[src/rtl/core/pcpg_pkg.sv]
// ---------------------------------------------------------------------------
// pcpg_pkg
// shared types and constants of the palette chase pixel generator
// ---------------------------------------------------------------------------
package pcpg_pkg;

    localparam int STRIP_COUNT_DEF   = 22;
    localparam int PALETTE_DEPTH_DEF = 7;
    localparam int STEPS_PER_COLOR   = 10;
    localparam int BLEND_STEP        = 25;
    localparam int COLOR_W           = 24;
    localparam int CFG_IDX_W         = 4;

    // register indexes of the configuration port
    localparam logic [CFG_IDX_W-1:0] CFG_PALETTE_SIZE = 4'd0;
    localparam logic [CFG_IDX_W-1:0] CFG_COLOR_FIRST  = 4'd1;
    localparam logic [CFG_IDX_W-1:0] CFG_COLOR_LAST   = 4'd7;

    // one classified pixel handed from the front to the back
    typedef struct packed {
        logic [4:0] strip;
        logic [9:0] led;
        logic [2:0] idx;
        logic [2:0] nxt;
        logic [7:0] scale;
    } t_job;

endpackage

[src/rtl/core/palette_chase_pixel_generator.sv]
// ---------------------------------------------------------------------------
// palette_chase_pixel_generator
// colours led slots from a chasing, blended palette
// ---------------------------------------------------------------------------
// channel   direction  handshake               payload
// input     in         i_valid / o_stall       i_strip_id, i_led_index, i_end_of_frame
// output    out        o_valid / i_stall       o_out_strip, o_out_led, o_red/green/blue
// config    in         i_cfg_valid / o_cfg_ready  i_cfg_index, i_cfg_data
//
// one led slot per cycle sustained while o_stall is low; a taken request goes
// into the queue, then queue pop with palette read, then output register.
// a palette size write starts a pass of the remainder logic that re-reduces
// led count and chase offset; o_stall is high during it.
// reset is synchronous, no clearing pass.
// a stalled output backs up through a two-entry queue into o_stall.
// ---------------------------------------------------------------------------
module palette_chase_pixel_generator #(
    parameter int STRIP_COUNT   = pcpg_pkg::STRIP_COUNT_DEF,
    parameter int PALETTE_DEPTH = pcpg_pkg::PALETTE_DEPTH_DEF
) (
    input  logic                           i_clk,
    input  logic                           i_rst_n,
    input  logic                           i_valid,
    output logic                           o_stall,
    input  logic [7:0]                     i_strip_id,
    input  logic [9:0]                     i_led_index,
    input  logic                           i_end_of_frame,
    output logic                           o_valid,
    input  logic                           i_stall,
    output logic [4:0]                     o_out_strip,
    output logic [9:0]                     o_out_led,
    output logic [7:0]                     o_red,
    output logic [7:0]                     o_green,
    output logic [7:0]                     o_blue,
    input  logic                           i_cfg_valid,
    output logic                           o_cfg_ready,
    input  logic [pcpg_pkg::CFG_IDX_W-1:0] i_cfg_index,
    input  logic [pcpg_pkg::COLOR_W-1:0]   i_cfg_data
);
    import pcpg_pkg::*;

    localparam int PAL_AW = (PALETTE_DEPTH > 1) ? $clog2(PALETTE_DEPTH) : 1;

    logic [2:0]           r_pal_size;
    logic [2:0]           eff_size;
    logic                 size_wr;
    logic [CFG_IDX_W-1:0] pal_idx;
    logic                 pal_we;
    logic                 q_push;
    logic                 q_pop;
    logic                 q_full;
    logic                 q_nonempty;
    t_job                 front_job;
    t_job                 queue_job;

    assign o_cfg_ready = 1'b1;
    assign size_wr     = i_cfg_valid && (i_cfg_index == CFG_PALETTE_SIZE);
    assign pal_idx     = i_cfg_index - CFG_COLOR_FIRST;
    assign pal_we      = i_cfg_valid && (i_cfg_index >= CFG_COLOR_FIRST)
                         && (i_cfg_index <= CFG_COLOR_LAST)
                         && (pal_idx < CFG_IDX_W'(PALETTE_DEPTH));

    // zero counts as one colour, larger sizes clamp to the palette depth
    always_comb begin
        eff_size = r_pal_size;
        if (eff_size == 3'd0) begin
            eff_size = 3'd1;
        end
        if (int'(eff_size) > PALETTE_DEPTH) begin
            eff_size = 3'(PALETTE_DEPTH);
        end
    end

    always_ff @(posedge i_clk) begin
        if (!i_rst_n) begin
            r_pal_size <= 3'd1;
        end else if (size_wr) begin
            r_pal_size <= i_cfg_data[2:0];
        end
    end

    pcpg_front #(
        .STRIP_COUNT (STRIP_COUNT)
    ) u_front (
        .i_clk          (i_clk),
        .i_rst_n        (i_rst_n),
        .i_valid        (i_valid),
        .o_stall        (o_stall),
        .i_strip_id     (i_strip_id),
        .i_led_index    (i_led_index),
        .i_end_of_frame (i_end_of_frame),
        .i_size         (eff_size),
        .i_size_wr      (size_wr),
        .i_queue_full   (q_full),
        .o_push         (q_push),
        .o_job          (front_job)
    );

    pcpg_queue u_queue (
        .i_clk      (i_clk),
        .i_rst_n    (i_rst_n),
        .i_push     (q_push),
        .i_job      (front_job),
        .i_pop      (q_pop),
        .o_job      (queue_job),
        .o_nonempty (q_nonempty),
        .o_full     (q_full)
    );

    pcpg_back #(
        .PALETTE_DEPTH (PALETTE_DEPTH),
        .ADDR_W        (PAL_AW)
    ) u_back (
        .i_clk        (i_clk),
        .i_rst_n      (i_rst_n),
        .i_pal_we     (pal_we),
        .i_pal_addr   (pal_idx[PAL_AW-1:0]),
        .i_pal_data   (i_cfg_data),
        .i_job        (queue_job),
        .i_q_nonempty (q_nonempty),
        .o_pop        (q_pop),
        .o_valid      (o_valid),
        .i_stall      (i_stall),
        .o_out_strip  (o_out_strip),
        .o_out_led    (o_out_led),
        .o_red        (o_red),
        .o_green      (o_green),
        .o_blue       (o_blue)
    );

`ifndef NO_ASSERTIONS
    a_no_overflow: assert property (@(posedge i_clk) disable iff (!i_rst_n)
        !(q_push && q_full))
        else $error("pixel queue written while full");

    a_pass_stalls: assert property (@(posedge i_clk) disable iff (!i_rst_n)
        size_wr |=> o_stall)
        else $error("input not held off during remainder pass");

    a_no_empty_pop: assert property (@(posedge i_clk) disable iff (!i_rst_n)
        q_pop |-> q_nonempty)
        else $error("pixel queue read while empty");
`endif

endmodule

[src/rtl/core/pcpg_ram.sv]
// ---------------------------------------------------------------------------
// pcpg_ram
// generic ram, one write port, two registered read ports
// ---------------------------------------------------------------------------
module pcpg_ram #(
    parameter int WIDTH  = 24,
    parameter int DEPTH  = 7,
    parameter int ADDR_W = (DEPTH > 1) ? $clog2(DEPTH) : 1
) (
    input  logic              i_clk,
    input  logic              i_we,
    input  logic [ADDR_W-1:0] i_waddr,
    input  logic [WIDTH-1:0]  i_wdata,
    input  logic [ADDR_W-1:0] i_raddr_a,
    input  logic [ADDR_W-1:0] i_raddr_b,
    output logic [WIDTH-1:0]  o_rdata_a,
    output logic [WIDTH-1:0]  o_rdata_b
);

    logic [WIDTH-1:0] r_mem [DEPTH];

    always_ff @(posedge i_clk) begin
        if (i_we) begin
            r_mem[i_waddr] <= i_wdata;
        end
        o_rdata_a <= r_mem[i_raddr_a];
        o_rdata_b <= r_mem[i_raddr_b];
    end

endmodule

[src/rtl/core/pcpg_front.sv]
// ---------------------------------------------------------------------------
// pcpg_front
// accepts led slots, tracks led count and chase offset, classifies pixels
// ---------------------------------------------------------------------------
module pcpg_front #(
    parameter int STRIP_COUNT = pcpg_pkg::STRIP_COUNT_DEF
) (
    input  logic             i_clk,
    input  logic             i_rst_n,
    input  logic             i_valid,
    output logic             o_stall,
    input  logic [7:0]       i_strip_id,
    input  logic [9:0]       i_led_index,
    input  logic             i_end_of_frame,
    input  logic [2:0]       i_size,
    input  logic             i_size_wr,
    input  logic             i_queue_full,
    output logic             o_push,
    output pcpg_pkg::t_job   o_job
);
    import pcpg_pkg::*;

    logic [15:0] r_count;
    logic [6:0]  r_cres;     // count mod modulus, accumulator during the pass
    logic [6:0]  r_offset;   // chase offset as stored
    logic [6:0]  r_ores;     // offset mod modulus, accumulator during the pass
    logic        r_busy;
    logic [3:0]  r_step;

    logic [6:0] modulus;
    logic       accept;
    logic       strip_ok;
    logic [7:0] pos_sum;
    logic [6:0] pos;
    logic [2:0] idx;
    logic [3:0] frac;
    logic [2:0] idx_inc;
    logic [6:0] cres_inc;
    logic [6:0] ores_inc;
    logic [6:0] off_next;
    logic [7:0] c_tmp;
    logic [6:0] c_red;
    logic [2:0] o_bit;
    logic [7:0] o_tmp;
    logic [6:0] o_red;

    assign modulus  = 7'(int'(i_size) * STEPS_PER_COLOR);
    assign o_stall  = r_busy || i_queue_full;
    assign accept   = i_valid && !o_stall;
    assign strip_ok = i_strip_id < 8'(STRIP_COUNT);

    assign pos_sum = {1'b0, r_cres} + {1'b0, r_ores};
    assign pos     = (pos_sum >= {1'b0, modulus}) ? 7'(pos_sum - {1'b0, modulus})
                                                  : pos_sum[6:0];

    // entry and step within entry from the palette position
    always_comb begin
        idx = '0;
        for (int k = 1; k < 7; k++) begin
            if (pos >= 7'(k * STEPS_PER_COLOR)) begin
                idx = 3'(k);
            end
        end
        frac = 4'(pos - 7'(int'(idx) * STEPS_PER_COLOR));
    end

    assign idx_inc = idx + 3'd1;

    assign cres_inc = r_cres + 7'd1;
    assign ores_inc = r_ores + 7'd1;
    assign off_next = (ores_inc == modulus) ? '0 : ores_inc;

    // restoring reduction, one bit of count and offset per cycle
    assign c_tmp = {r_cres, r_count[4'd15 - r_step]};
    assign c_red = (c_tmp >= {1'b0, modulus}) ? 7'(c_tmp - {1'b0, modulus}) : c_tmp[6:0];
    assign o_bit = 3'd6 - r_step[2:0];
    assign o_tmp = {r_ores, r_offset[o_bit]};
    assign o_red = (o_tmp >= {1'b0, modulus}) ? 7'(o_tmp - {1'b0, modulus}) : o_tmp[6:0];

    always_ff @(posedge i_clk) begin
        if (!i_rst_n) begin
            r_count  <= '0;
            r_cres   <= '0;
            r_offset <= '0;
            r_ores   <= '0;
            r_busy   <= 1'b0;
            r_step   <= '0;
        end else if (i_size_wr) begin
            r_busy <= 1'b1;
            r_step <= '0;
            r_cres <= '0;
            r_ores <= '0;
        end else if (r_busy) begin
            r_cres <= c_red;
            if (r_step < 4'd7) begin
                r_ores <= o_red;
            end
            r_step <= r_step + 4'd1;
            if (r_step == 4'd15) begin
                r_busy <= 1'b0;
            end
        end else if (accept) begin
            if (strip_ok) begin
                r_count <= r_count + 16'd1;
                if (r_count == 16'hFFFF || cres_inc == modulus) begin
                    r_cres <= '0;
                end else begin
                    r_cres <= cres_inc;
                end
            end
            if (i_end_of_frame) begin
                r_count  <= '0;
                r_cres   <= '0;
                r_offset <= off_next;
                r_ores   <= off_next;
            end
        end
    end

    assign o_push      = accept && strip_ok;
    assign o_job.strip = i_strip_id[4:0];
    assign o_job.led   = i_led_index;
    assign o_job.idx   = idx;
    assign o_job.nxt   = (idx_inc == i_size) ? 3'd0 : idx_inc;
    assign o_job.scale = 8'({4'd0, frac} * 8'(BLEND_STEP) + 8'd1);

endmodule

[src/rtl/core/pcpg_queue.sv]
// ---------------------------------------------------------------------------
// pcpg_queue
// two-entry queue of classified pixels between front and back
// ---------------------------------------------------------------------------
module pcpg_queue (
    input  logic           i_clk,
    input  logic           i_rst_n,
    input  logic           i_push,
    input  pcpg_pkg::t_job i_job,
    input  logic           i_pop,
    output pcpg_pkg::t_job o_job,
    output logic           o_nonempty,
    output logic           o_full
);
    import pcpg_pkg::*;

    t_job       r_mem [2];
    logic       r_wptr;
    logic       r_rptr;
    logic [1:0] r_count;

    always_ff @(posedge i_clk) begin
        if (i_push) begin
            r_mem[r_wptr] <= i_job;
        end
    end

    always_ff @(posedge i_clk) begin
        if (!i_rst_n) begin
            r_wptr  <= 1'b0;
            r_rptr  <= 1'b0;
            r_count <= '0;
        end else begin
            if (i_push) begin
                r_wptr <= !r_wptr;
            end
            if (i_pop) begin
                r_rptr <= !r_rptr;
            end
            r_count <= r_count + {1'b0, i_push} - {1'b0, i_pop};
        end
    end

    assign o_job      = r_mem[r_rptr];
    assign o_nonempty = r_count != 2'd0;
    assign o_full     = r_count == 2'd2;

endmodule

[src/rtl/core/pcpg_back.sv]
// ---------------------------------------------------------------------------
// pcpg_back
// palette lookup and per-channel blend, output register
// ---------------------------------------------------------------------------
module pcpg_back #(
    parameter int PALETTE_DEPTH = pcpg_pkg::PALETTE_DEPTH_DEF,
    parameter int ADDR_W        = (PALETTE_DEPTH > 1) ? $clog2(PALETTE_DEPTH) : 1
) (
    input  logic                          i_clk,
    input  logic                          i_rst_n,
    input  logic                          i_pal_we,
    input  logic [ADDR_W-1:0]             i_pal_addr,
    input  logic [pcpg_pkg::COLOR_W-1:0]  i_pal_data,
    input  pcpg_pkg::t_job                i_job,
    input  logic                          i_q_nonempty,
    output logic                          o_pop,
    output logic                          o_valid,
    input  logic                          i_stall,
    output logic [4:0]                    o_out_strip,
    output logic [9:0]                    o_out_led,
    output logic [7:0]                    o_red,
    output logic [7:0]                    o_green,
    output logic [7:0]                    o_blue
);
    import pcpg_pkg::*;

    logic [PALETTE_DEPTH-1:0] r_written;
    logic                     r_a_valid;
    t_job                     r_a_job;

    logic               out_free;
    logic               a_open;
    t_job               rd_job;
    logic [COLOR_W-1:0] rdata_a;
    logic [COLOR_W-1:0] rdata_b;
    logic [COLOR_W-1:0] c0;
    logic [COLOR_W-1:0] c1;

    function automatic logic [7:0] lerp(logic [7:0] a, logic [7:0] b, logic [7:0] scale);
        logic [15:0] prod;
        if (b > a) begin
            prod = (b - a) * scale;
            return a + prod[15:8];
        end
        prod = (a - b) * scale;
        return a - prod[15:8];
    endfunction

    assign out_free = !o_valid || !i_stall;
    assign a_open   = !r_a_valid || out_free;
    assign o_pop    = i_q_nonempty && a_open;

    // hold the read address while the read stage waits
    assign rd_job = o_pop ? i_job : r_a_job;

    pcpg_ram #(
        .WIDTH  (COLOR_W),
        .DEPTH  (PALETTE_DEPTH),
        .ADDR_W (ADDR_W)
    ) u_palette (
        .i_clk     (i_clk),
        .i_we      (i_pal_we),
        .i_waddr   (i_pal_addr),
        .i_wdata   (i_pal_data),
        .i_raddr_a (rd_job.idx[ADDR_W-1:0]),
        .i_raddr_b (rd_job.nxt[ADDR_W-1:0]),
        .o_rdata_a (rdata_a),
        .o_rdata_b (rdata_b)
    );

    // entries never written read as black
    assign c0 = r_written[r_a_job.idx[ADDR_W-1:0]] ? rdata_a : '0;
    assign c1 = r_written[r_a_job.nxt[ADDR_W-1:0]] ? rdata_b : '0;

    always_ff @(posedge i_clk) begin
        if (!i_rst_n) begin
            r_written <= '0;
            r_a_valid <= 1'b0;
            o_valid   <= 1'b0;
        end else begin
            if (i_pal_we) begin
                r_written[i_pal_addr] <= 1'b1;
            end
            if (a_open) begin
                r_a_valid <= o_pop;
            end
            if (out_free) begin
                o_valid <= r_a_valid;
            end
        end
    end

    always_ff @(posedge i_clk) begin
        if (o_pop) begin
            r_a_job <= i_job;
        end
        if (out_free && r_a_valid) begin
            o_out_strip <= r_a_job.strip;
            o_out_led   <= r_a_job.led;
            o_red       <= lerp(c0[23:16], c1[23:16], r_a_job.scale);
            o_green     <= lerp(c0[15:8], c1[15:8], r_a_job.scale);
            o_blue      <= lerp(c0[7:0], c1[7:0], r_a_job.scale);
        end
    end

endmodule

[config.mk]
export PLATFORM = sky130hd
export DESIGN_NAME = palette_chase_pixel_generator
export DESIGN_NICKNAME = d
export VERILOG_FILES = /design/src/rtl/core/pcpg_pkg.sv /design/src/rtl/core/palette_chase_pixel_generator.sv /design/src/rtl/core/pcpg_ram.sv /design/src/rtl/core/pcpg_front.sv /design/src/rtl/core/pcpg_queue.sv /design/src/rtl/core/pcpg_back.sv
export SDC_FILE = /design/constraint.sdc
export NUM_CORES = 2
export LEC_CHECK = 0
export BUFFER_PORTS_ARGS = -buffer_cell sky130_fd_sc_hd__buf_2
export CORE_MARGIN = 4
export CORE_UTILIZATION = 55
export CTS_CLUSTER_SIZE = 40
export DETAILED_ROUTE_END_ITERATION = 10
export MAX_ROUTING_LAYER = met4
export PLACE_DENSITY = 0.72
export SYNTH_ARGS = -nofsm -noshare
export SYNTH_HDL_FRONTEND = slang
export SYNTH_SLANG_ARGS = --single-unit
[constraint.sdc]
create_clock -name i_clk -period 19.9 [get_ports i_clk]
set_input_delay 0.995 -clock i_clk [delete_from_list [all_inputs] [get_ports i_clk]]
set_output_delay 0.995 -clock i_clk [all_outputs]
set_load 0.1 [all_outputs]
### Word-level counts from Yosys, hierarchy flattened

Memories as Yosys holds them, arrays and structs flattened. A register that Yosys moved wholly into a read port is not among the register bits.
Cells that the tools add are included.

* register bits: 126
* bits in writable memories: 226
* input port bits: 52
* output and inout bits: 42
* logic and storage cells: 184
* memories kept: 2

* add/sub/neg operators: 28
* $mul: 9
* order comparisons: 23
* equality and inequality tests: 7
* multiplexer cells: 57
* bitwise operators: 4
* reductions and logical operators: 31

Memories
* u_back.u_palette.r_mem: depth 7, bits a word 24, read ports 2, clocked after Yosys merged registers in 2, wr ports 1, RTL line pcpg_ram.sv:20 `logic [WIDTH-1:0] r_mem [DEPTH];`
* u_queue.r_mem: depth 2, bits a word 29, read ports 1, clocked after Yosys merged registers in 1, wr ports 1, RTL line pcpg_queue.sv:17 `t_job r_mem [2];`

Operators by type and width (number)
* $mul 16x8->16: 6
* $mux 7: 13
* $sub 8x8->9: 6
* $mux 24: 2
* $mux 8: 6
* $mux 16: 2
* $add 8x8->8: 3
* $ge 8x7->1: 3
* $gt 8x8->1: 3
* $sub 8x8->8: 3
* $ge 7x6->1 const B: 3
* $mux 1: 21
* $sub 7x7->7: 3
* $add 16x1->16 const B: 1
* $eq 16x16->1 const B: 1
* $lt 3x4->1 const B: 4
* $mux 3: 5
* $add 7x1->7 const B: 2
* $eq 7x7->1: 2
* $ge 7x5->1 const B: 2
* $mux 14: 1
* $bmux 1 s3: 3
* $logic_and 1x1->1: 9
* $add 7x7->8: 1
* other kinds (38): 54

### Longest topological paths before layout

* depth after elaboration: 16
* mapped depth: 43
* depth with buffers taken out: 40

### By module

From an unflattened synthesis, not the netlist that was laid out.

* cell total of the unflattened synthesis: 3706
* area, all modules: 37958.9 um^2

By module, submodules not included
* pcpg_back: instances 1, cells each 2465, area an instance 21461.8 um^2, sequential area each 2162.1 um^2
* pcpg_ram: instances 1, cells each 565, area an instance 9634.2 um^2, sequential area each 6005.8 um^2
* pcpg_front: instances 1, cells each 537, area an instance 4279.1 um^2, sequential area each 840.8 um^2
* pcpg_queue: instances 1, cells each 111, area an instance 2361.0 um^2, sequential area each 1841.8 um^2
* palette_chase_pixel_generator: instances 1, cells each 28, area an instance 222.7 um^2, sequential area each 60.1 um^2

### Worst setup path before layout

Ideal clock, no wire load.

* kind: register to register
* start point: register u_back.r_a_job[11] (netlist name)
* end point: register u_back.o_red[7] (data pin)
* setup time: 0.260 ns
* arrival: 8.202 ns
* required time: 19.640 ns
* path slack: 11.438 ns
* stages on the path, launching flop included: 43
* path buffers: 3
* period minus slack after synthesis: 8.462 ns
* path through: dfxtp_1 buf_6 mux2_1 mux4_2 buf_6 clkbuf_1 nand2_1 ha_1 nor2b_1 o21ai_0 nand2b_1 a21o_1 a21oi_1 xnor2_1 and2_1 fa_1 inv_1 fa_1 (+7 left out) o21ai_0 a21boi_1 a21oi_1 xnor2_1 ha_1 xnor2_1 xnor2_1 nand2_1 o21ai_0 ha_1 inv_1 o21ai_0 a21oi_1 o21bai_1 a21o_1 a21oi_1 xnor2_1 xnor2_1

* cells in the longest elaborated chain, start to end: 8
* elaborated cells on any way between the ends: 14
* classes of those cells: 4 x add/sub; 2 x mul; 1 x order compare; 7 x mux

Ends and longest elaborated chain
* start: declaration: RTL line pcpg_back.sv:29 `t_job r_a_job;`
* start signal: assignment: RTL line pcpg_back.sv:95 `r_a_job <= i_job;`
* $bmux 1 s3 *: RTL line pcpg_back.sv:72 `assign c0 = r_written[r_a_job.idx[ADDR_W-1:0]] ? rdata_a : '0;`
* $mux 1 (implied by the code) *: RTL line pcpg_back.sv:72
* $mux 24 *: RTL line pcpg_back.sv:72
* $sub 8x8->9: RTL line pcpg_back.sv:42 `prod = (b - a) * scale;`
* $mul 16x8->16: RTL line pcpg_back.sv:42
* $add 8x8->8: RTL line pcpg_back.sv:43 `return a + prod[15:8];`
* $mux 8: RTL line pcpg_back.sv:41 `if (b > a) begin`
* $mux 8 *: RTL line pcpg_back.sv:45 `prod = (a - b) * scale;`
* end signal: assignment: RTL line pcpg_back.sv:100 `o_red <= lerp(c0[23:16], c1[23:16], r_a_job.scale);`
* end: declaration: RTL line pcpg_back.sv:21 `output logic [7:0] o_red,`

Mark *: on every way between the ends. The rest lies on a longest branch, timed or not. The select of a mux whose other input is x is not followed.
A chain may end at the register's enable or synchronous reset.

### Final worst setup path

* start point: register u_back.r_a_job[8] (netlist name)
* end point: register u_back.o_red[7] (data pin)

* cells in the longest elaborated chain, start to end: 8
* elaborated cells on any way between the ends: 14
* classes of those cells: 4 x add/sub; 2 x mul; 1 x order compare; 7 x mux

Ends and longest elaborated chain
* $bmux 1 s3 *: RTL line pcpg_back.sv:73 `assign c1 = r_written[r_a_job.nxt[ADDR_W-1:0]] ? rdata_b : '0;`
* $mux 1 (implied by the code) *: RTL line pcpg_back.sv:73
* $mux 24 *: RTL line pcpg_back.sv:73
* $sub 8x8->9: RTL line pcpg_back.sv:42
* $mul 16x8->16: RTL line pcpg_back.sv:42
* $add 8x8->8: RTL line pcpg_back.sv:43
* $mux 8: RTL line pcpg_back.sv:41
* $mux 8 *: RTL line pcpg_back.sv:45

Marked as above.

==> flow_summary_export.csv <==
group,metric,value,unit
status,status,"completed",
clock_network,clk_latency,0.58,ns
floorplan,rows,93,
timing,max_slew_margin,31.56,%
logic_synthesis,post-synth-top-area-cell,"edfxtp_1",
timing,finalSetupViolCount,0,
hold_path,holdCritPathClass,"flip-flop to flip-flop",
place,preCtsSetupSlack,10.42,ns
timing,rsz0062_at_grt,"no",
setup_path,crit_start,"u_back.r_a_job[8]",
place,portBuffers,92,
finish,area_delta_synth_final,7.672,%
logic_synthesis,syn_inst,3545,
finish,layout-drive-gt1-share,8.882,%
drt,post_drt_wl_per_cell,17.51,um
global_routing,grt_max_degree,52,
drt,drc_errors,0,
setup_path,crit_top_cell,"xnor2_1",
drt,antenna_left,0,
global_routing,antenna_found_initial,3,
drt,via_per_inst,5.488,
clock_network,clk_pin_slew,0.06,ns
timing,slew_viol_final,0,
clock_network,htreeDepth,2,
timing,finClkSkew,0.03185,ns
floorplan,io_pins,94,
drt,routed_wl,78330,um
logic_synthesis,syn_nets,4191,
logic_synthesis,synth_edf_count,288,
clock_network,clkSinkCount,401,
setup_path,r2r-end,"u_back.o_red[7]",
floorplan,initial_core_util,55.76,%
timing,hold_violations,0,
finish,final_common_cell,"inv_1",
finish,fin_util,60.04,%
logic_synthesis,yosys_most_used_dff,"edfxtp_1",
setup_path,crit_required,20.22,ns
logic_synthesis,async_flop_share,0,%
logic_synthesis,ys_types,86,
clock_network,cts_buffers,40,
timing,hold_slack,0.4140,ns
clock_network,post_cts_resized,0,
setup_path,crit_slowest_cell,"mux4_2",
floorplan,floorplan.core_area,0.06458,mm2
setup_path,cp-endpoint,"u_back.o_red[7]",
floorplan,die_area,0.06963,mm2
clock_network,cts_tree,"yes",
clock_network,post_cts_buffers,0,
clock_network,cts_buffer_depth,3,
clock_network,hold_buffers,0,
place,hpwl,57670,um
drt,num_vias,24549,
drt,drtPass1Iterations,7,
global_routing,gr-usage-all-layers,23.54,%
logic_synthesis,postSynthAreaPerCell,10.16,um2
logic_synthesis,ys_ff_latch,401,
setup_path,critPathCaptureType,"flip-flop",
timing,timing.setup.tns,0,ns
flow_run,drv_cap,0,
logic_synthesis,synth_top_cell_area_share,24.02,%
logic_synthesis,yosysSeqAreaShare,30.30,%
setup_path,worstSetupPathType,"flip-flop to flip-flop",
finish,final_cell_mix,"inv_1 (560), fa_1 (350), nand2_1 (317)",
global_routing,grt_pass1_wl,130300,um
timing,fin_crit,9.580,ns
setup_path,r2r_slack,10.32,ns
floorplan,die_x,263.9,um
logic_synthesis,synth_area,0.03601,mm2
timing,setup_ws,10.32,ns
floorplan,die_y,263.9,um
logic_synthesis,synth_warnings,0,
setup_path,start_kind,"flip-flop",
timing,fin_crit_sh,48.14,%
setup_path,cpPeakStageDelay,0.73,ns
timing,worstMarginPinSlew,1.027,ns
global_routing,grt_pass1_vias,25068,
setup_path,crit_path_max_fanout,29,
setup_path,reg2reg_from,"u_back.r_a_job[8]",
timing,fmax,0.1044,GHz
setup_path,cp.arrival,9.90,ns
setup_path,reg2reg_depth,39,
finish,nNetsFinal,4228,
clock_network,cts_root_buffer,"clkbuf_16",
place,gp_congestion,0.9399,
drt,initialDrtViolationCount,1711,
logic_synthesis,synth_area_leaders,"edfxtp_1 (24%), fa_1 (19%), ha_1 (8.5%)",
global_routing,grt-ovfl-total,0,
-- flip-flops by register name, summed over array words and instances, names as in the netlist, 5 cells and up, named ones only --
| signal | flops |
|---|---|
| u_front.r_cres | 7 |
| u_front.r_offset | 7 |
| u_front.r_count | 16 |
| u_back.r_a_job | 29 |
| u_back.o_out_led | 10 |
| u_back.o_green | 8 |
| u_queue.r_mem | 58 |
| u_back.u_palette.o_rdata_b | 24 |
| u_back.u_palette.r_mem | 168 |
| u_back.r_written | 7 |
| u_back.o_out_strip | 5 |
| u_back.u_palette.o_rdata_a | 24 |
| u_back.o_blue | 8 |
| u_front.r_ores | 7 |
| u_back.o_red | 8 |
-- stage by stage --
| stage | cells | cell area [um2] |
|---|---|---|
| floorplan | 3545 | 36010 |
| global placement | 4395 | 37370 |
| detailed placement | 4395 | 37370 |
| CTS | 4469 | 38760 |
| global route | 4472 | 38770 |
| finish | 4473 | 38770 |
-- Yosys cell counts, drive strengths merged, types with 4 or more instances --
master   count
inv        561
fa         350
nand2      318
edfxtp     288
ha         244
and2       230
nor2       165
a21oi      149
xnor2      142
o21ai      137
dfxtp      113
clkbuf     108
mux2i       81
xor2        75
nor2b       69
mux4        58
nand2b      44
nand3       40
mux2        39
nor3        39
a21o        35
o21a        29
buf         24
a211oi      18
a31oi       17
o21bai      16
a21boi      11
nand4       11
o31a        10
or3          9
and3         8
o211ai       8
or2          8
a211o        7
nor4b        7
a22oi        5
nor3b        5
a2111oi      4
nor4         4
-- kinds of logic (layout without fill, tap and decap cells) --
| logic type | after synthesis | after routing | synth area share, % |
|---|---|---|---|
| other | 1 | 5 | 0.01041 |
| and+or+nand+nor | 972 | 972 | 13.43 |
| adders and majority gates | 594 | 594 | 27.94 |
| xor gates and xnor gates | 218 | 218 | 5.361 |
| buffers and inverters | 693 | 762 | 7.331 |
| muxes | 178 | 178 | 7.099 |
| DFF | 401 | 401 | 30.30 |
| AOI/OAI and AO/OA | 488 | 488 | 8.534 |
-- how the worst min path moves through the flow --
stage / from / endpoint / slack, ns / depth (start not counted)
global placement: u_back.r_a_job[22] / u_back.o_out_led[8] / 0.40 / 0
detailed placement: u_back.r_a_job[15] / u_back.o_out_led[1] / 0.40 / 0
CTS: u_back.r_a_job[15] / u_back.o_out_led[1] / 0.42 / 0
finish: u_back.r_a_job[15] / u_back.o_out_led[1] / 0.41 / 0
floorplan: u_back.r_a_job[14] / u_back.o_out_led[0] / 0.40 / 0
global route: u_back.r_a_job[22] / u_back.o_out_led[8] / 0.43 / 0
-- worst max-delay path: cells and delay by family, from the launching register on --
kind                     cells  cell delay [ns]
AND/OR/NAND/NOR              5             0.89
buffers and inverters        5             0.26
multiplexers                 2             1.09
adder cells (fa/ha/maj)      8             3.15
AO/OA/AOI/OAI               13             2.50
flip-flops                   1             0.57
XOR/XNOR                     6             0.90
-- metal layers --
layer / vias to the layer above / wire length [um] / track usage, %
met5: - / 0 / -
met4: 0 / 1891 / 5.668
met3: 118 / 4569 / 3.195
met2: 615 / 36900 / 37.60
met1: 12074 / 34970 / 32.40
li1: 11742 / - / -
-- final cells by class --
type | count | area [um2]
clock inverter | 25 | 330.3
inverter | 561 | 2106
multi-input combinational | 2451 | 22560
timing repair buffer | 127 | 723.2
clock buffer | 49 | 1065
tap | 855 | 1070
fill | 5382 | 25810
sequential | 401 | 10910
antenna | 4 | 10.01
Power is not shown: default switching activity piles up to over one toggle a cycle in this logic, so the estimate is an artifact.
